[config.mk]
export PLATFORM = sky130hd
export DESIGN_NAME = radix_digit_blink_sequencer_top
export DESIGN_NICKNAME = d
export VERILOG_FILES = /design/src/rdbs_pkg.sv /design/src/rdbs_regs.sv /design/src/rdbs_datapath.sv /design/src/rdbs_ctrl.sv /design/src/radix_digit_blink_sequencer_top.sv
export SDC_FILE = /design/constraint.sdc
export NUM_CORES = 1
export LEC_CHECK = 0
export BUFFER_PORTS_ARGS = -buffer_cell sky130_fd_sc_hd__buf_2
export CORE_MARGIN = 2
export CORE_UTILIZATION = 40
export CTS_CLUSTER_DIAMETER = 100
export DETAILED_ROUTE_END_ITERATION = 7
export GPL_TIMING_DRIVEN = 1
export SLEW_MARGIN = 20
export SYNTH_ARGS = -nofsm -noshare
export SYNTH_HDL_FRONTEND = slang
export SYNTH_SLANG_ARGS = --single-unit
[constraint.sdc]
create_clock -name clk -period 9.51 [get_ports clk]
set_clock_uncertainty 0.15 [all_clocks]
set_input_delay 1.902 -clock clk [delete_from_list [all_inputs] [get_ports clk]]
set_output_delay 1.902 -clock clk [all_outputs]
set_load 0.05 [all_outputs]
[src/rdbs_pkg.sv]
// ----------------------------------------------------------------------------
// rdbs_pkg
// Shared types, constants and helpers of the radix digit blink sequencer.
// ----------------------------------------------------------------------------
`timescale 1ns / 1ps
`default_nettype none

package rdbs_pkg;

	// Field and register widths
	localparam int unsigned TICK_W  = 16;
	localparam int unsigned VALUE_W = 15;
	localparam int unsigned RADIX_W = 8;
	localparam int unsigned DATA_W  = 32;
	localparam int unsigned ADDR_W  = 4;

	// Divider steps: one quotient bit per cycle
	localparam int unsigned DIV_STEPS = VALUE_W;
	localparam int unsigned DIV_CNT_W = $clog2(DIV_STEPS);

	// Register reset values
	localparam logic [TICK_W-1:0] RST_BLINK     = 16'd150;
	localparam logic [TICK_W-1:0] RST_SEPARATOR = 16'd300;
	localparam logic [TICK_W-1:0] RST_HEADER    = 16'd600;
	localparam logic [TICK_W-1:0] RST_SHORT     = 16'd50;

	localparam logic [RADIX_W-1:0] MIN_RADIX = 8'd2;

	// Register indexes (word address)
	typedef enum logic [1:0] {
		REG_BLINK     = 2'd0,
		REG_SEPARATOR = 2'd1,
		REG_HEADER    = 2'd2,
		REG_SHORT     = 2'd3
	} reg_idx_t;

	// Pattern phases
	typedef enum logic [11:0] {
		PH_IDLE      = 12'b0000_0000_0001,
		PH_HDR_ON    = 12'b0000_0000_0010,
		PH_HDR_OFF   = 12'b0000_0000_0100,
		PH_BL_ON     = 12'b0000_0000_1000,
		PH_BL_OFF    = 12'b0000_0001_0000,
		PH_SEP       = 12'b0000_0010_0000,
		PH_SH_ON1    = 12'b0000_0100_0000,
		PH_SH_OFF1   = 12'b0000_1000_0000,
		PH_SH_ON2    = 12'b0001_0000_0000,
		PH_GAP_SHORT = 12'b0010_0000_0000,
		PH_GAP_SEP   = 12'b0100_0000_0000,
		PH_GAP_BLINK = 12'b1000_0000_0000
	} phase_t;

	// Controller states
	typedef enum logic [1:0] {
		CS_IDLE = 2'b01,
		CS_DIV  = 2'b10
	} ctrl_state_t;

	// Segment lengths from the register file
	typedef struct packed {
		logic [TICK_W-1:0] blink_ticks;
		logic [TICK_W-1:0] separator_ticks;
		logic [TICK_W-1:0] header_ticks;
		logic [TICK_W-1:0] short_ticks;
	} cfg_t;

	// Controller to datapath
	typedef struct packed {
		logic take;
		logic div_step;
		logic div_finish;
	} cmd_t;

	// Datapath to controller
	typedef struct packed {
		logic need_div;
	} sts_t;

	// A zero length segment lasts one tick
	function automatic logic [TICK_W-1:0] seg_len(input logic [TICK_W-1:0] r);
		seg_len = (r == '0) ? TICK_W'(1) : r;
	endfunction

	// LED level shown during a phase
	function automatic logic level_of(input phase_t ph);
		level_of = (ph == PH_HDR_ON) || (ph == PH_BL_ON) ||
			(ph == PH_SH_ON1) || (ph == PH_SH_ON2);
	endfunction

endpackage

`default_nettype wire

[src/rdbs_regs.sv]
// ----------------------------------------------------------------------------
// rdbs_regs
// APB register file holding the four segment lengths.
// ----------------------------------------------------------------------------
`timescale 1ns / 1ps
`default_nettype none

module rdbs_regs (
	input  wire                          clk,
	input  wire                          arst_n,
	input  wire                          psel,
	input  wire                          penable,
	input  wire                          pwrite,
	input  wire  [rdbs_pkg::ADDR_W-1:0]  paddr,
	input  wire  [rdbs_pkg::DATA_W-1:0]  pwdata,
	output logic [rdbs_pkg::DATA_W-1:0]  prdata,
	output logic                         pready,
	output rdbs_pkg::cfg_t               cfg
);
	import rdbs_pkg::*;

	logic [TICK_W-1:0] blink_q;
	logic [TICK_W-1:0] separator_q;
	logic [TICK_W-1:0] header_q;
	logic [TICK_W-1:0] short_q;
	reg_idx_t          idx;
	logic              wr_en;
	logic [TICK_W-1:0] rd_val;

	assign pready = 1'b1;
	assign idx    = reg_idx_t'(paddr[3:2]);
	assign wr_en  = psel && penable && pwrite && pready;

	// Write on the access phase
	always_ff @(posedge clk or negedge arst_n) begin
		if (!arst_n) begin
			blink_q     <= RST_BLINK;
			separator_q <= RST_SEPARATOR;
			header_q    <= RST_HEADER;
			short_q     <= RST_SHORT;
		end else if (wr_en) begin
			case (idx)
				REG_BLINK:     blink_q     <= pwdata[TICK_W-1:0];
				REG_SEPARATOR: separator_q <= pwdata[TICK_W-1:0];
				REG_HEADER:    header_q    <= pwdata[TICK_W-1:0];
				REG_SHORT:     short_q     <= pwdata[TICK_W-1:0];
				default:       ;
			endcase
		end
	end

	// Read back
	always_comb begin
		case (idx)
			REG_BLINK:     rd_val = blink_q;
			REG_SEPARATOR: rd_val = separator_q;
			REG_HEADER:    rd_val = header_q;
			REG_SHORT:     rd_val = short_q;
			default:       rd_val = '0;
		endcase
	end
	assign prdata = {{(DATA_W-TICK_W){1'b0}}, rd_val};

	assign cfg.blink_ticks     = blink_q;
	assign cfg.separator_ticks = separator_q;
	assign cfg.header_ticks    = header_q;
	assign cfg.short_ticks     = short_q;

endmodule

`default_nettype wire

[src/rdbs_datapath.sv]
// ----------------------------------------------------------------------------
// rdbs_datapath
// Pattern state, tick counters, digit divider and result registers.
// ----------------------------------------------------------------------------
`timescale 1ns / 1ps
`default_nettype none

module rdbs_datapath (
	input  wire                          clk,
	input  wire                          arst_n,
	input  rdbs_pkg::cmd_t               cmd,
	input  rdbs_pkg::cfg_t               cfg,
	input  wire                          mode,
	input  wire  [rdbs_pkg::VALUE_W-1:0] value,
	input  wire  [rdbs_pkg::RADIX_W-1:0] radix,
	output rdbs_pkg::sts_t               sts,
	output logic                         led,
	output logic                         busy_res,
	output logic                         done_res
);
	import rdbs_pkg::*;

	// Pattern state
	phase_t             phase_q;
	logic [VALUE_W-1:0] remaining_q;
	logic [RADIX_W-1:0] radix_q;
	logic [RADIX_W-1:0] blinks_q;
	logic [TICK_W-1:0]  ticks_q;

	// Divider working registers
	logic [RADIX_W-1:0] div_rem_q;
	logic [VALUE_W-1:0] div_quo_q;

	// Result registers
	logic led_q;
	logic busy_q;
	logic done_q;

	// Next values for an item
	phase_t             phase_d;
	logic [VALUE_W-1:0] remaining_d;
	logic [RADIX_W-1:0] radix_d;
	logic [RADIX_W-1:0] blinks_d;
	logic [TICK_W-1:0]  ticks_d;
	logic               led_d;
	logic               busy_d;
	logic               done_d;
	logic               need_div;
	logic [TICK_W-1:0]  tl_dec;
	logic [RADIX_W-1:0] bl_dec;

	// Divider step
	logic [RADIX_W:0]   rem_sh;
	logic               ge;
	logic [RADIX_W-1:0] rem_n;
	logic [VALUE_W-1:0] quo_n;

	assign tl_dec = ticks_q - {{(TICK_W-1){1'b0}}, (ticks_q != '0)};
	assign bl_dec = blinks_q - {{(RADIX_W-1){1'b0}}, (blinks_q != '0)};

	// Work out the effect of one item
	always_comb begin
		phase_d     = phase_q;
		remaining_d = remaining_q;
		radix_d     = radix_q;
		blinks_d    = blinks_q;
		ticks_d     = ticks_q;
		led_d       = 1'b0;
		busy_d      = (phase_q != PH_IDLE);
		done_d      = 1'b0;
		need_div    = 1'b0;
		if (mode) begin
			if (phase_q == PH_IDLE) begin
				remaining_d = value;
				radix_d     = (radix < MIN_RADIX) ? MIN_RADIX : radix;
				blinks_d    = '0;
				phase_d     = PH_HDR_ON;
				ticks_d     = seg_len(cfg.header_ticks);
				busy_d      = 1'b1;
			end
		end else if (phase_q != PH_IDLE) begin
			led_d   = level_of(phase_q);
			ticks_d = tl_dec;
			if (tl_dec == '0) begin
				case (phase_q)
					PH_HDR_ON: begin
						phase_d = PH_HDR_OFF;
						ticks_d = seg_len(cfg.header_ticks);
					end
					PH_BL_ON: begin
						phase_d = PH_BL_OFF;
						ticks_d = seg_len(cfg.blink_ticks);
					end
					PH_BL_OFF: begin
						blinks_d = bl_dec;
						if (bl_dec != '0) begin
							phase_d = PH_BL_ON;
							ticks_d = seg_len(cfg.blink_ticks);
						end else begin
							phase_d = PH_SEP;
							ticks_d = seg_len(cfg.separator_ticks);
						end
					end
					PH_SEP: begin
						phase_d = PH_SH_ON1;
						ticks_d = seg_len(cfg.short_ticks);
					end
					PH_SH_ON1: begin
						phase_d = PH_SH_OFF1;
						ticks_d = seg_len(cfg.short_ticks);
					end
					PH_SH_OFF1: begin
						phase_d = PH_SH_ON2;
						ticks_d = seg_len(cfg.short_ticks);
					end
					PH_SH_ON2: begin
						phase_d = PH_GAP_SHORT;
						ticks_d = seg_len(cfg.short_ticks);
					end
					PH_GAP_SHORT: begin
						phase_d = PH_GAP_SEP;
						ticks_d = seg_len(cfg.separator_ticks);
					end
					PH_GAP_SEP: begin
						phase_d = PH_GAP_BLINK;
						ticks_d = seg_len(cfg.blink_ticks);
					end
					PH_HDR_OFF, PH_GAP_BLINK: begin
						// Open the next digit, or finish when nothing is left
						if (remaining_q == '0) begin
							phase_d  = PH_IDLE;
							ticks_d  = '0;
							blinks_d = '0;
							busy_d   = 1'b0;
							done_d   = 1'b1;
						end else begin
							need_div = 1'b1;
						end
					end
					default: begin
						phase_d = PH_IDLE;
						ticks_d = '0;
						busy_d  = 1'b0;
					end
				endcase
			end
		end
	end

	assign sts.need_div = need_div;

	// Restoring division: one quotient bit per step
	assign rem_sh = {div_rem_q, div_quo_q[VALUE_W-1]};
	assign ge     = (rem_sh >= {1'b0, radix_q});
	assign rem_n  = ge ? RADIX_W'(rem_sh - {1'b0, radix_q}) : rem_sh[RADIX_W-1:0];
	assign quo_n  = {div_quo_q[VALUE_W-2:0], ge};

	// Pattern state update
	always_ff @(posedge clk or negedge arst_n) begin
		if (!arst_n) begin
			phase_q     <= PH_IDLE;
			remaining_q <= '0;
			radix_q     <= MIN_RADIX;
			blinks_q    <= '0;
			ticks_q     <= '0;
		end else if (cmd.take) begin
			phase_q     <= phase_d;
			remaining_q <= remaining_d;
			radix_q     <= radix_d;
			blinks_q    <= blinks_d;
			ticks_q     <= ticks_d;
		end else if (cmd.div_finish) begin
			remaining_q <= quo_n;
			blinks_q    <= rem_n;
			if (rem_n != '0) begin
				phase_q <= PH_BL_ON;
				ticks_q <= seg_len(cfg.blink_ticks);
			end else begin
				phase_q <= PH_SEP;
				ticks_q <= seg_len(cfg.separator_ticks);
			end
		end
	end

	// Divider load and shift
	always_ff @(posedge clk) begin
		if (cmd.take) begin
			div_rem_q <= '0;
			div_quo_q <= remaining_q;
		end else if (cmd.div_step) begin
			div_rem_q <= rem_n;
			div_quo_q <= quo_n;
		end
	end

	// Capture the result of an item
	always_ff @(posedge clk) begin
		if (cmd.take) begin
			led_q  <= led_d;
			busy_q <= busy_d;
			done_q <= done_d;
		end
	end

	assign led      = led_q;
	assign busy_res = busy_q;
	assign done_res = done_q;

endmodule

`default_nettype wire

[src/rdbs_ctrl.sv]
// ----------------------------------------------------------------------------
// rdbs_ctrl
// Handshake and divider sequencing for the blink sequencer.
// ----------------------------------------------------------------------------
`timescale 1ns / 1ps
`default_nettype none

module rdbs_ctrl (
	input  wire             clk,
	input  wire             arst_n,
	input  wire             in_valid,
	output logic            in_ready,
	output logic            out_valid,
	input  wire             out_ready,
	input  rdbs_pkg::sts_t  sts,
	output rdbs_pkg::cmd_t  cmd
);
	import rdbs_pkg::*;

	ctrl_state_t          state_q;
	logic [DIV_CNT_W-1:0] cnt_q;
	logic                 out_valid_q;
	logic                 take;
	logic                 last_step;

	assign in_ready  = (state_q == CS_IDLE) && (!out_valid_q || out_ready);
	assign take      = in_valid && in_ready;
	assign last_step = (state_q == CS_DIV) && (cnt_q == DIV_CNT_W'(DIV_STEPS - 1));

	assign cmd.take       = take;
	assign cmd.div_step   = (state_q == CS_DIV);
	assign cmd.div_finish = last_step;

	// Sequence: accept, then divide when a digit opens
	always_ff @(posedge clk or negedge arst_n) begin
		if (!arst_n) begin
			state_q <= CS_IDLE;
			cnt_q   <= '0;
		end else begin
			case (state_q)
				CS_IDLE: begin
					cnt_q <= '0;
					if (take && sts.need_div) begin
						state_q <= CS_DIV;
					end
				end
				CS_DIV: begin
					cnt_q <= cnt_q + DIV_CNT_W'(1);
					if (last_step) begin
						state_q <= CS_IDLE;
					end
				end
				default: begin
					state_q <= CS_IDLE;
					cnt_q   <= '0;
				end
			endcase
		end
	end

	// Hold the result until it is taken
	always_ff @(posedge clk or negedge arst_n) begin
		if (!arst_n) begin
			out_valid_q <= 1'b0;
		end else if ((take && !sts.need_div) || last_step) begin
			out_valid_q <= 1'b1;
		end else if (out_ready) begin
			out_valid_q <= 1'b0;
		end
	end

	assign out_valid = out_valid_q;

endmodule

`default_nettype wire

[src/radix_digit_blink_sequencer_top.sv]
// ----------------------------------------------------------------------------
// radix_digit_blink_sequencer_top
// Shows a number on one LED as a blink code, one tick item at a time.
// ----------------------------------------------------------------------------
// A start item (mode 1) loads a value and a radix (below 2 taken as 2); each
// tick item (mode 0) advances the pattern by one time unit and returns the LED
// level for it. The pattern is a header on/off, then per digit, least
// significant first, that many blinks, a separator gap, two short pulses and a
// closing gap. Every item returns exactly one result. A start item, or a tick
// that stays inside the current digit, has its result in the cycle after it is
// accepted; a tick that opens a new digit waits for the restoring divider,
// which produces one quotient bit per cycle over the 15-bit value. The next item is
// accepted once the divider is free and the result register is empty or being
// read. Segment lengths sit in four 16-bit APB registers at byte addresses
// 0x0, 0x4, 0x8, 0xC (blink, separator, header, short); change them only while
// the block is idle.
// ----------------------------------------------------------------------------
`timescale 1ns / 1ps
`default_nettype none

module radix_digit_blink_sequencer_top (
	input  wire                          clk,
	input  wire                          arst_n,
	// Configuration port
	input  wire                          psel,
	input  wire                          penable,
	input  wire                          pwrite,
	input  wire  [rdbs_pkg::ADDR_W-1:0]  paddr,
	input  wire  [rdbs_pkg::DATA_W-1:0]  pwdata,
	output logic [rdbs_pkg::DATA_W-1:0]  prdata,
	output logic                         pready,
	// Input items
	input  wire                          in_valid,
	output logic                         in_ready,
	input  wire                          mode,
	input  wire  [rdbs_pkg::VALUE_W-1:0] value,
	input  wire  [rdbs_pkg::RADIX_W-1:0] radix,
	// Result items
	output logic                         out_valid,
	input  wire                          out_ready,
	output logic                         led,
	output logic                         busy_res,
	output logic                         done_res
);
	import rdbs_pkg::*;

	cfg_t cfg;
	cmd_t cmd;
	sts_t sts;

	rdbs_regs u_regs (
		.clk     (clk),
		.arst_n  (arst_n),
		.psel    (psel),
		.penable (penable),
		.pwrite  (pwrite),
		.paddr   (paddr),
		.pwdata  (pwdata),
		.prdata  (prdata),
		.pready  (pready),
		.cfg     (cfg)
	);

	rdbs_ctrl u_ctrl (
		.clk       (clk),
		.arst_n    (arst_n),
		.in_valid  (in_valid),
		.in_ready  (in_ready),
		.out_valid (out_valid),
		.out_ready (out_ready),
		.sts       (sts),
		.cmd       (cmd)
	);

	rdbs_datapath u_dp (
		.clk      (clk),
		.arst_n   (arst_n),
		.cmd      (cmd),
		.cfg      (cfg),
		.mode     (mode),
		.value    (value),
		.radix    (radix),
		.sts      (sts),
		.led      (led),
		.busy_res (busy_res),
		.done_res (done_res)
	);

endmodule

`default_nettype wire

---- Word-level counts from Yosys, hierarchy flattened ----
Index checks and enable logic that the tools add are counted.
storage, ports and cells
  logic and storage cells ................. 156
  output and inout bits ................... 38
  register bits after elaboration ......... 156
  input bits .............................. 67
cells by class
  order comparisons ....................... 2
  add/subtract/negate cells ............... 4
  equal/unequal tests ..................... 28
  reductions and logical operators ........ 44
  muxes and demuxes ....................... 58
  bitwise logic cells ..................... 3
operators by type and width
  kind                                                                      number
  16-bit 2-to-1 mux                                                         13
  12-bit case mux with 10 select lines                                      1
  16-bit case mux with 6 select lines                                       1
  15-bit 2-to-1 mux                                                         6
  12-bit 2-to-1 mux                                                         7
  16-bit logical NOT                                                        5
  8-bit 2-to-1 mux                                                          9
  16-bit case mux with 4 select lines                                       1
  8-bit nonzero test                                                        3
  8-bit case mux with 2 select lines                                        1
  16-bit nonzero test                                                       1
  16-bit by 1-bit subtractor with 16-bit output                             1
  15-bit logical NOT                                                        1
  12-bit by 1-bit equality test with 1-bit output (second input constant)   1
  12-bit by 10-bit equality test with 1-bit output (second input constant)  1
  12-bit by 11-bit equality test with 1-bit output (second input constant)  1
  12-bit equality test (second input constant)                              1
  12-bit by 2-bit equality test with 1-bit output (second input constant)   1
  12-bit by 3-bit equality test with 1-bit output (second input constant)   1
  12-bit by 4-bit equality test with 1-bit output (second input constant)   1
  12-bit by 5-bit equality test with 1-bit output (second input constant)   1
  12-bit by 6-bit equality test with 1-bit output (second input constant)   1
  12-bit by 7-bit equality test with 1-bit output (second input constant)   1
  12-bit by 8-bit equality test with 1-bit output (second input constant)   1
  other kinds (34)                                                          78

---- Depth between registers and ports, before layout ----
Gate-level depths: netlist (run 1).
  depth in word-level cells ............... 10
  gate-level depth with buffers ........... 14
  depth with buffers taken out ............ 13

---- By module ----
Synthesis (run 1) repeated with hierarchy kept, for this count alone.
unflattened totals
  cells, all modules ...................... 954
  area, all modules ....................... 9949.5 um^2
modules (own cells, without submodules)
  module         cells an instance  area each (um^2)  instances
  rdbs_datapath  738                6556.3            1
  rdbs_regs      180                3024.2            1
  rdbs_ctrl      36                 369.1             1

---- Worst setup path after synthesis (run 1) ----
No wires, ideal clock.
  kind .................................... in2out
  from .................................... input paddr[3] (netlist name)
  to ...................................... output prdata[10] (netlist name)
  required time ........................... 7458 ps
  cell stages on the path ................. 3
  data arrival time ....................... 3619 ps
  path slack .............................. 3839 ps
  path buffers ............................ 2
  path through ............................ clkbuf_1 > buf_1 > mux4_2
on the way
  cells in the longest elaborated chain, start to end .. 2
  elaborated cells between the ends (all ways) .. 5
  classes of those cells .................. eq/ne: 3; mux: 1; reduce/logical: 1
RTL lines
  item                                         RTL line                               text
  from (decl)                                  radix_digit_blink_sequencer_top.sv:28  input wire [rdbs_pkg::ADDR_W-1:0] paddr,
  2-bit equality test (tied with other cells)  rdbs_regs.sv:54                        case (idx)
  16-bit case mux with 4 select lines *        rdbs_regs.sv:54
  to (decl)                                    radix_digit_blink_sequencer_top.sv:30  output logic [rdbs_pkg::DATA_W-1:0] prdata,
Every way passes the cells marked *; elsewhere a longest branch is shown, timed or not.

---- Worst setup path in the final report (run 1) ----
  from .................................... input paddr[3] (netlist name)
  to ...................................... output prdata[7] (netlist name)
Same word-level chain as after synthesis.

==> flow_summary.ini, run 1 <==
[layout]
final_design_area_no_fill_um2 = 10900
area_delta_synth_final_pct = 11.2
finish.net_count = 1148
antenna_cells = 0
nFillCells = 2323
final-instance-count-excl-fill = 1403
layout-drive-gt1-share = 0.228

[synthesis]
synth_edf_count = 18
yosysWarningCount = 0
dominantRegCellSynth = sky130_fd_sc_hd__dfrtp_1
yosys.area.top_type = sky130_fd_sc_hd__dfrtp_1
synthesis.area_um2 = 9820
synth_cell_type_count = 83
postSynthAreaPerCell_um2 = 9.51
synth.top_cells.by_count = 125 x sky130_fd_sc_hd__nand2_1, 112 x sky130_fd_sc_hd__dfrtp_1, 77 x sky130_fd_sc_hd__nor2_1
synthArstFlopShare = 0.833
seq_area_frac_synth = 0.405
post-synth-top-count-cell = sky130_fd_sc_hd__nand2_1
syn_inst = 1033
netlist.area_leader.share = 0.285
ys_top_cells_by_area = sky130_fd_sc_hd__dfrtp_1 29%, sky130_fd_sc_hd__mux2_2 8.6%, sky130_fd_sc_hd__edfxtp_1 5.5%
ys_seq_elements = 156

[route]
vias = 8296
route.met3.wl_um = 1770
drt-total-wl_um = 27400
drt-pass1-iter-count = 6
drc = 0
drt-vias-per-instance = 5.91
route.layer.met1.wl_um = 12600
met2WireLength_um = 12500
dr.first_iter.drc_count = 631
drt-wirelength-per-cell_um = 19.5
detail-route-antenna-nets = 0
top_layer_used = met4

[job]
max_cap_violations = 0

[grt]
global_route_total_usage_across_every_layer = 0.215
grt_pass1_wl_um = 43900
first_global_vias = 7981
grt_antenna_before_repair = 0
global_route.overflow_total = 0
grt_start_max_net_pins = 70

[timing]
setup_tns_ps = 0
setup_slack_ps = 4210
worstMarginPinSlew_ps = 1140
final.hold.worst_slack_ps = 340
grt_setup_unrepaired = false
final_count_of_negative_setup_slack_endpoints = 0
fin_crit_sh = 0.557
max_transition_viols_final = 0
maxClockFrequency_mhz = 189
finalHoldViolations = 0
period_minus_slack_ps = 5300
worst_slew_margin_rel = 0.231

[pwr]
p_sw_mw = 0.907
power.density_cell_area_nw_per_um2 = 211
power.sequential.fraction = 0.410
power.ir.vdd_worst_uv = 106
p_int_mw = 1.40
combinationalPowerShare = 0.296
power.share.clock = 0.294
netSwitchingFraction = 0.394
total_leakage_power_nw = 4.42

[floorplanning]
dieWidth_um = 161
die_h_um = 161
io_pins = 105
die_area_um2 = 25800
placementRows = 57
core_area_um2 = 24200
start_util = 0.406

[worst_setup_path]
slowest_stage = sky130_fd_sc_hd__mux4_2
timing.critical_path.slowest_cell_delay_ps = 610
cp-start-kind = primary input
timing.critical_path.cells = buf_2, mux4_2, buf_2
critical_path_required_ps = 7460
worstPathBufferInverterCount = 2
cp_common_cell = sky130_fd_sc_hd__buf_2
worstPathMaxFanout = 20
crit_arrival_ps = 3240
path_class = in -> out
critPathTopFamily = buffers and inverters
end_kind = output port

[cts]
cts_setup_buffers = 0
cts_tree = built
cts_hold_buffers = 0
clock_path_buffers = 2
clk_root_buffer_cell = sky130_fd_sc_hd__clkbuf_16
cts.clk_slew.worst_paths_ps = 70
tritoncts.num_buffers = 17
clock-sinks = 156
clock_latency_ps = 440
cts_resized = 0
htree_num_levels = 4

[hold_path]
hp-class = reg -> reg

[place]
place_hpwl_um = 19000
dpl_cell_area_um2 = 10300
dp_slack_ps = 4190
number_of_placed_instances_taps_included = 1371
globalplace.congestion = 0.900
io_buffers = 69

[run_status]
outcome = finished, final reports clean
[layout by cell type, fill, tap and decap left out, types with 7 or more instances in the layout]
cell and count:
sky130_fd_sc_hd__and3_1 10, sky130_fd_sc_hd__inv_1 37, sky130_fd_sc_hd__buf_4 11, sky130_fd_sc_hd__conb_1 17
sky130_fd_sc_hd__ha_1 14, sky130_fd_sc_hd__nand2b_1 13, sky130_fd_sc_hd__a22o_1 7, sky130_fd_sc_hd__xnor2_1 11
sky130_fd_sc_hd__mux2i_1 23, sky130_fd_sc_hd__a31oi_1 25, sky130_fd_sc_hd__a22oi_1 8, sky130_fd_sc_hd__dfstp_2 18
sky130_fd_sc_hd__nor3_1 25, sky130_fd_sc_hd__nor4_1 32, sky130_fd_sc_hd__nand3_1 27, sky130_fd_sc_hd__mux2_2 75
sky130_fd_sc_hd__mux4_2 16, sky130_fd_sc_hd__edfxtp_1 18, sky130_fd_sc_hd__dfxtp_1 8, sky130_fd_sc_hd__nand2_1 125
sky130_fd_sc_hd__or4_1 7, sky130_fd_sc_hd__dfrtp_1 112, sky130_fd_sc_hd__o22ai_1 10, sky130_fd_sc_hd__xor2_1 12
sky130_fd_sc_hd__nor2_1 77, sky130_fd_sc_hd__o32a_1 10, sky130_fd_sc_hd__a211oi_1 8, sky130_fd_sc_hd__o21ai_0 50
sky130_fd_sc_hd__nand4_1 17, sky130_fd_sc_hd__a21oi_1 33, sky130_fd_sc_hd__buf_2 68, sky130_fd_sc_hd__clkbuf_16 17
[worst paths after layout]
kind                       depth (start not counted)  slack (ps)                to        startpoint
setup / recovery                                   3        4210         prdata[7]          paddr[3]
hold / removal                                     1         340   u_ctrl.cnt_q[0]   u_ctrl.cnt_q[0]
setup reg to reg                                  13        4560  u_dp.ticks_q[10]  u_dp.blinks_q[3]
hold reg to reg                                    1         340   u_ctrl.cnt_q[0]   u_ctrl.cnt_q[0]
max in group asynchronous                          2        6600   u_dp.ticks_q[5]            arst_n
min in group asynchronous                          1        1300   u_dp.phase_q[9]            arst_n
[cell families (layout without fill, tap and decap cells)]
kind of cell               Yosys count  count (layout)  synth area share
and+or+nand+nor                    386             386             0.200
AOI/OAI and AO/OA                  217             217             0.152
DFF                                156             156             0.405
buffers and inverters              120             151            0.0552
muxes                              114             114             0.146
xor gates and xnor gates            23              23            0.0205
adders and majority gates           15              15            0.0199
other                                2              17          0.000765
[area by class of cell]
type	instances	area, um^2	share of cell area
repair buffers	80	434	0.0398
inverters	39	146	0.0134
well taps	324	405	0.0371
clock buffers	17	425	0.0390
flip-flops and latches	156	3980	0.364
multi-input cells	772	5390	0.493
clock inverters	15	149	0.0136
[routing by layer]
layer  vias to the layer above  GRT usage
met2                       285      0.328
met3                        41     0.0424
li1                       3890          -
met4                         0     0.0786
met1                      4080      0.305
met5                         -          0
[power by group through the flow]
stage	logic [mW]	registers, mW	clock network (mW)
floorplan	0.546	0.876	0
global placement	0.663	0.949	0
detailed placement	0.672	0.951	0
CTS	0.675	0.938	0.693
global route	0.741	0.957	0.717
finish	0.682	0.945	0.678
[registers in the layout, indices dropped and copies added, names as in the netlist]
name                cells
u_ctrl.cnt_q            4
u_regs.blink_q         16
u_dp.div_quo_q         15
u_dp.done_res           1
u_dp.led                1
u_ctrl.out_valid        1
u_dp.ticks_q           16
u_regs.separator_q     16
u_dp.busy_res           1
u_regs.short_q         16
u_dp.div_rem_q          8
u_dp.blinks_q           8
u_regs.header_q        16
u_dp.remaining_q       15
u_ctrl.state_q          2
u_dp.phase_q           12
u_dp.radix_q            8
[per-stage QoR]
stage | total power, mW | utilization
global placement | 1.61 | 0.428
CTS | 2.31 | 0.452
floorplan | 1.42 | -
global route | 2.42 | 0.452
finish | 2.30 | 0.452
detailed placement | 1.62 | 0.428
Note: power is estimated with default switching activity, not from simulation.
==> run 2, diff against run 1 <==
clock period = 5.31 ns   (was 9.51 ns; I/O delays follow)
==> run 2 against run 1 <==
Register-to-register slack got worse by 3900 ps. Via count up 0.83%. Non-clock buffer count is 4 higher. Global-route usage increased by 0.14 points. Sequential cell count unchanged. First-iteration DRC count is 19% higher. Routed wire length up 1.4%. Die area unchanged. Sequential power up 79%. Combinational power up 80%. Total power is 80% higher. Largest cell class unchanged. Highest routed layer unchanged.
==> flow_summary.ini, run 2 (synthesis results as in run 1) <==
[pwr]
power.ir.vdd_worst_uv = 275
total_leakage_power_nw = 4.46
power.density_cell_area_nw_per_um2 = 378
total_power_mw = 4.16

[layout]
area_delta_synth_final_pct = 11.8
area_used_by_sequential_logic_in_the_layout_um2 = 3980
finish.net_count = 1152
antenna_cells = 0
most-common-layout-cells = 125 x sky130_fd_sc_hd__nand2_1, 112 x sky130_fd_sc_hd__dfrtp_1, 77 x sky130_fd_sc_hd__nor2_1, 75 x sky130_fd_sc_hd__mux2_2, 68 x sky130_fd_sc_hd__buf_2
final-instance-count-excl-fill = 1407
layout-drive-gt1-share = 0.231
nFillCells = 2298
fin_util = 0.454
mostFrequentLayoutCell = sky130_fd_sc_hd__nand2_1
multi_input_combinational_cell_area_um2 = 5390

[place]
place_hpwl_um = 19100
globalplace.congestion = 0.904
number_of_placed_instances_taps_included = 1375
io_buffers = 69

[hold_path]
hp-class = reg -> reg
worstHoldPathCells = 1
hold_path_startpoint = u_ctrl.cnt_q[0]
whs_endpoint = u_ctrl.cnt_q[0]

[worst_setup_path]
critical_path_required_ps = 5480
timing.critical_path.slowest_cell_delay_ps = 580
slowest_stage = sky130_fd_sc_hd__nor3_1
cp-start-kind = register
path_class = reg -> reg
r2r-start = u_dp.ticks_q[8]
setup.reg_to_reg.worst_slack_ps = 630
worstPathMaxFanout = 8
worst_r2r_dst = u_dp.phase_q[5]
rr_worst_depth = 13
end_kind = register
timing.critical_path.cells = nor3_1, nand3_1, nand3b_1, ha_1, ha_1, nor4bb_1, nand3_1, nor4_1, nand4_1, nor3_1, o21a_1, buf_4, mux2_2
crit_arrival_ps = 4850

[cts]
cts_resized = 0
cts_setup_buffers = 0
clock-sinks = 156
clock_path_buffers = 2
clk_root_buffer_cell = sky130_fd_sc_hd__clkbuf_16
cts_hold_buffers = 0
clock_latency_ps = 440
cts.clk_slew.worst_paths_ps = 70
cts_tree = built
htree_num_levels = 4
tritoncts.num_buffers = 17

[timing]
period_minus_slack_ps = 4680
final_count_of_negative_setup_slack_endpoints = 0
worst_slew_margin_rel = 0.266
setup_tns_ps = 0
grt_setup_unrepaired = false
fin_crit_sh = 0.882
max_transition_viols_final = 0
finalHoldViolations = 0
maxClockFrequency_mhz = 213
worstMarginPinSlew_ps = 1100
final.hold.worst_slack_ps = 340

[route]
drt-wirelength-per-cell_um = 19.7
drt-vias-per-instance = 5.95
drt-total-wl_um = 27800
vias = 8365
detail-route-antenna-nets = 0
drc = 0
drt-pass1-iter-count = 6
dr.first_iter.drc_count = 753

[grt]
global_route.overflow_total = 0
global_route_total_usage_across_every_layer = 0.217
grt_start_max_net_pins = 100
grt_pass1_wl_um = 44200
first_global_vias = 7982
grt_antenna_before_repair = 0

[run_status]
outcome = finished, final reports clean

[floorplanning]
placementRows = 57
die_h_um = 161
dieWidth_um = 161
io_pins = 105
die_area_um2 = 25800
core_area_um2 = 24200
start_util = 0.406

[job]
max_cap_violations = 0
==> run 2: worst max-delay path by stage <==
stage                                 from          endpoint  slack (ps)  cells past startpoint
after floorplan           u_dp.blinks_q[3]  u_dp.ticks_q[10]        1160                     13
after global placement    u_dp.blinks_q[3]  u_dp.ticks_q[11]         780                     14
after detailed placement  u_dp.blinks_q[3]  u_dp.ticks_q[11]         750                     14
after CTS                 u_dp.blinks_q[3]  u_dp.ticks_q[11]         720                     14
after global routing       u_dp.ticks_q[8]   u_dp.phase_q[5]         390                     13
final                      u_dp.ticks_q[8]   u_dp.phase_q[5]         630                     13
==> run 2: cell type report <==
| cell class | instances | area share |
|---|---|---|
| well taps | 324 | 0.0369 |
| flip-flops and latches | 156 | 0.362 |
| repair buffers | 84 | 0.0423 |
| clock inverters | 15 | 0.0156 |
| inverters | 39 | 0.0133 |
| clock buffers | 17 | 0.0387 |
| multi-input cells | 772 | 0.491 |
==> run 2: power by group <==
group          internal (mW)  total, mW  switching (mW)  leakage (nW)
clock                  0.636       1.23           0.597         0.294
sequential              1.40       1.69           0.288          1.81
combinational          0.477       1.23           0.753          2.35
==> run 2: per-layer routing <==
metal  vias to the layer above  GRT usage  wire (um)
met3                        48     0.0320       1640
li1                       3900          -          -
met2                       273      0.335      12700
met4                         0     0.0803        599
met5                         -          0          0
met1                      4144      0.309      12800
==> run 2: per-stage QoR <==
| stage | instance area [um^2] | setup WS (ps) |
|---|---|---|
| 6_report | 11000 | 625 |
| 5_1_grt | 11000 | 390 |
| 4_1_cts | 11000 | 716 |
| 3_5_place_dp | 10400 | 753 |
| 3_3_place_gp | 10400 | 778 |
| 2_1_floorplan | 9880 | 1160 |
==> run 2: critical path, delay by kind of cell, from the launching register on <==
kind                     cells  cell delay, ps
AO/OA/AOI/OAI                1             360
multiplexers                 1             340
buffers and inverters        1             240
AND/OR/NAND/NOR              8            2360
adder cells (fa/ha/maj)      2             670
flip-flops                   1             460
==> run 3, diff against run 2 <==
SYNTH_HIERARCHICAL = 1   (was not set)
==> run 3 against run 2 <==
Global-route usage shrank 0.97 points. Clock power barely moved. Largest cell class unchanged. Largest power group unchanged. Routed wire length shrank 4.0%. Clock-buffer cell count rose by 3. Combinational power up 20%.
==> flow_summary.ini, run 3 <==
[run_status]
outcome = finished, final reports clean

[worst_setup_path]
worstPathMaxFanout = 13
crit_path_start = u_dp/blinks_q[3]
crit_path_end = u_dp/ticks_q[14]
cp-start-kind = register
r2r-start = u_dp/blinks_q[3]
setup.reg_to_reg.worst_slack_ps = 730
crit_arrival_ps = 4720
end_kind = register
path_class = reg -> reg
critical_path_required_ps = 5450
worst_r2r_dst = u_dp/ticks_q[14]
rr_worst_depth = 13

[synthesis]
post-synth-top-count-cell = sky130_fd_sc_hd__dfrtp_1
synth_cell_type_count = 89
synth.top_cells.by_count = 112 x sky130_fd_sc_hd__dfrtp_1, 86 x sky130_fd_sc_hd__mux2_2, 74 x sky130_fd_sc_hd__nor2_1
syn_inst = 954
synth_edf_count = 18
yosysWarningCount = 6
synthArstFlopShare = 0.833
netlist.area_leader.share = 0.282
dominantRegCellSynth = sky130_fd_sc_hd__dfrtp_1
seq_area_frac_synth = 0.400
yosys.area.top_type = sky130_fd_sc_hd__dfrtp_1
postSynthAreaPerCell_um2 = 10.4
synthesis.area_um2 = 9950
ys_seq_elements = 156
ys_top_cells_by_area = sky130_fd_sc_hd__dfrtp_1 28%, sky130_fd_sc_hd__mux2_2 9.7%, sky130_fd_sc_hd__edfxtp_1 5.4%

[cts]
tritoncts.num_buffers = 17
cts.clk_slew.worst_paths_ps = 60
clk_root_buffer_cell = sky130_fd_sc_hd__clkbuf_16
clock-sinks = 156
htree_num_levels = 4
cts_tree = built
cts_setup_buffers = 0
clock_path_buffers = 2
cts_resized = 0
clock_latency_ps = 430
cts_hold_buffers = 0

[place]
dp_slack_ps = 937
globalplace.congestion = 0.904
place_hpwl_um = 18100
number_of_placed_instances_taps_included = 1295
dpl_cell_area_um2 = 10400
io_buffers = 69

[layout]
multi_input_combinational_cell_area_um2 = 5470
mostFrequentLayoutCell = sky130_fd_sc_hd__dfrtp_1
antenna_cells = 0
area_used_by_sequential_logic_in_the_layout_um2 = 3980
most-common-layout-cells = 112 x sky130_fd_sc_hd__dfrtp_1, 86 x sky130_fd_sc_hd__mux2_2, 74 x sky130_fd_sc_hd__nor2_1, 68 x sky130_fd_sc_hd__buf_2, 62 x sky130_fd_sc_hd__nand2_1
final-instance-count-excl-fill = 1327
finish.net_count = 1072
nFillCells = 2321
final_design_area_no_fill_um2 = 11000
area_delta_synth_final_pct = 10.8
layout-drive-gt1-share = 0.274

[timing]
grt_setup_unrepaired = false
setup_tns_ps = 0
period_minus_slack_ps = 4580
worstMarginPinSlew_ps = 1060
setup_slack_ps = 730
finalHoldViolations = 0
maxClockFrequency_mhz = 218
max_transition_viols_final = 0
worst_slew_margin_rel = 0.294
fin_crit_sh = 0.862
final_count_of_negative_setup_slack_endpoints = 0

[floorplanning]
core_area_um2 = 24400
start_util = 0.408
placementRows = 57
die_area_um2 = 26200
dieWidth_um = 162
io_pins = 105
die_h_um = 162

[grt]
first_global_vias = 7721
global_route_total_usage_across_every_layer = 0.207
grt_pass1_wl_um = 42900
grt_antenna_before_repair = 0
global_route.overflow_total = 0
grt_start_max_net_pins = 89

[route]
drt-wirelength-per-cell_um = 20.1
drc = 0
detail-route-antenna-nets = 0
vias = 7913
drt-vias-per-instance = 5.96
drt-pass1-iter-count = 6
drt-total-wl_um = 26700
dr.first_iter.drc_count = 723

[pwr]
total_power_mw = 4.55
total_leakage_power_nw = 4.55
power.density_cell_area_nw_per_um2 = 413
power.ir.vdd_worst_uv = 257

[job]
max_cap_violations = 0

[hold_path]
hp-class = reg -> reg
==> run 3: cell types whose count changed after synthesis, sizes merged, moves of 9 or more <==
cell,delta
clkbuf,-12
inv,-12
a31oi,-17
mux2i,+14
nand3,-9
buf,+12
nor4,-9
o32ai,+9
nand2,-63
mux2,+22
==> run 3: where the power goes <==
part | leakage [nW] | switching [mW] | internal (mW)
clock | 0.297 | 0.511 | 0.737
combinational | 2.43 | 0.837 | 0.632
sequential | 1.82 | 0.352 | 1.48
total | 4.55 | 1.70 | 2.85
==> run 3: worst min-delay path by stage <==
stage / end / slack, ps / start / cells after the start
after floorplan: u_dp/div_rem_q[7] / 300 / u_dp/div_rem_q[7] / 2
after global placement: u_ctrl/cnt_q[0] / 330 / u_ctrl/cnt_q[0] / 1
after detailed placement: u_ctrl/cnt_q[0] / 330 / u_ctrl/cnt_q[0] / 1
after CTS: u_ctrl/cnt_q[0] / 340 / u_ctrl/cnt_q[0] / 1
after global routing: u_dp/blinks_q[0] / 370 / u_dp/blinks_q[0] / 1
final: u_ctrl/cnt_q[0] / 340 / u_ctrl/cnt_q[0] / 1
==> run 3: worst max-delay path: stages, from the launching register on <==
cell and delay [ps]:
sky130_fd_sc_hd__dfrtp_1 460, sky130_fd_sc_hd__nor3_1 320, sky130_fd_sc_hd__nand2b_1 150, sky130_fd_sc_hd__nor2_1 190
sky130_fd_sc_hd__nand3_1 110, sky130_fd_sc_hd__ha_1 310, sky130_fd_sc_hd__or4b_1 480, sky130_fd_sc_hd__nor4b_2 330
sky130_fd_sc_hd__nand2_1 570, sky130_fd_sc_hd__a21o_1 460, sky130_fd_sc_hd__a22o_1 220, sky130_fd_sc_hd__a221o_1 250
sky130_fd_sc_hd__a211oi_1 330, sky130_fd_sc_hd__o32ai_1 130
==> run 3: final cells by class <==
cell class,instances,share of cell area
inverter,27,0.00920
timing repair buffer,83,0.0426
tap,324,0.0368
clock inverter,12,0.0121
clock buffer,20,0.0425
multi-input combinational,705,0.496
sequential,156,0.361
==> run 3: metal layers <==
metal / vias to the layer above / global-route usage / share of wire
met2: 341 / 0.320 / 0.45
met5: - / 0 / 0
li1: 3644 / - / -
met3: 52 / 0.0322 / 0.067
met4: 0 / 0.0696 / 0.026
met1: 3876 / 0.298 / 0.45
==> run 3: cell families after synthesis <==
logic type | count (synthesis) | synth area share
other cells | 2 | 0.000755
fa+ha+maj | 15 | 0.0196
buf+inv | 108 | 0.0584
simple gates | 288 | 0.158
xor+xnor | 23 | 0.0202
compound gates | 212 | 0.154
flops | 156 | 0.400
mux | 150 | 0.189
==> run 3: per-stage QoR <==
step,hold WS (ps),utilization
after detailed placement,334,0.427
after floorplan,302,-
final,338,0.452
after global routing,368,0.452
after global placement,330,0.427
after CTS,343,0.452
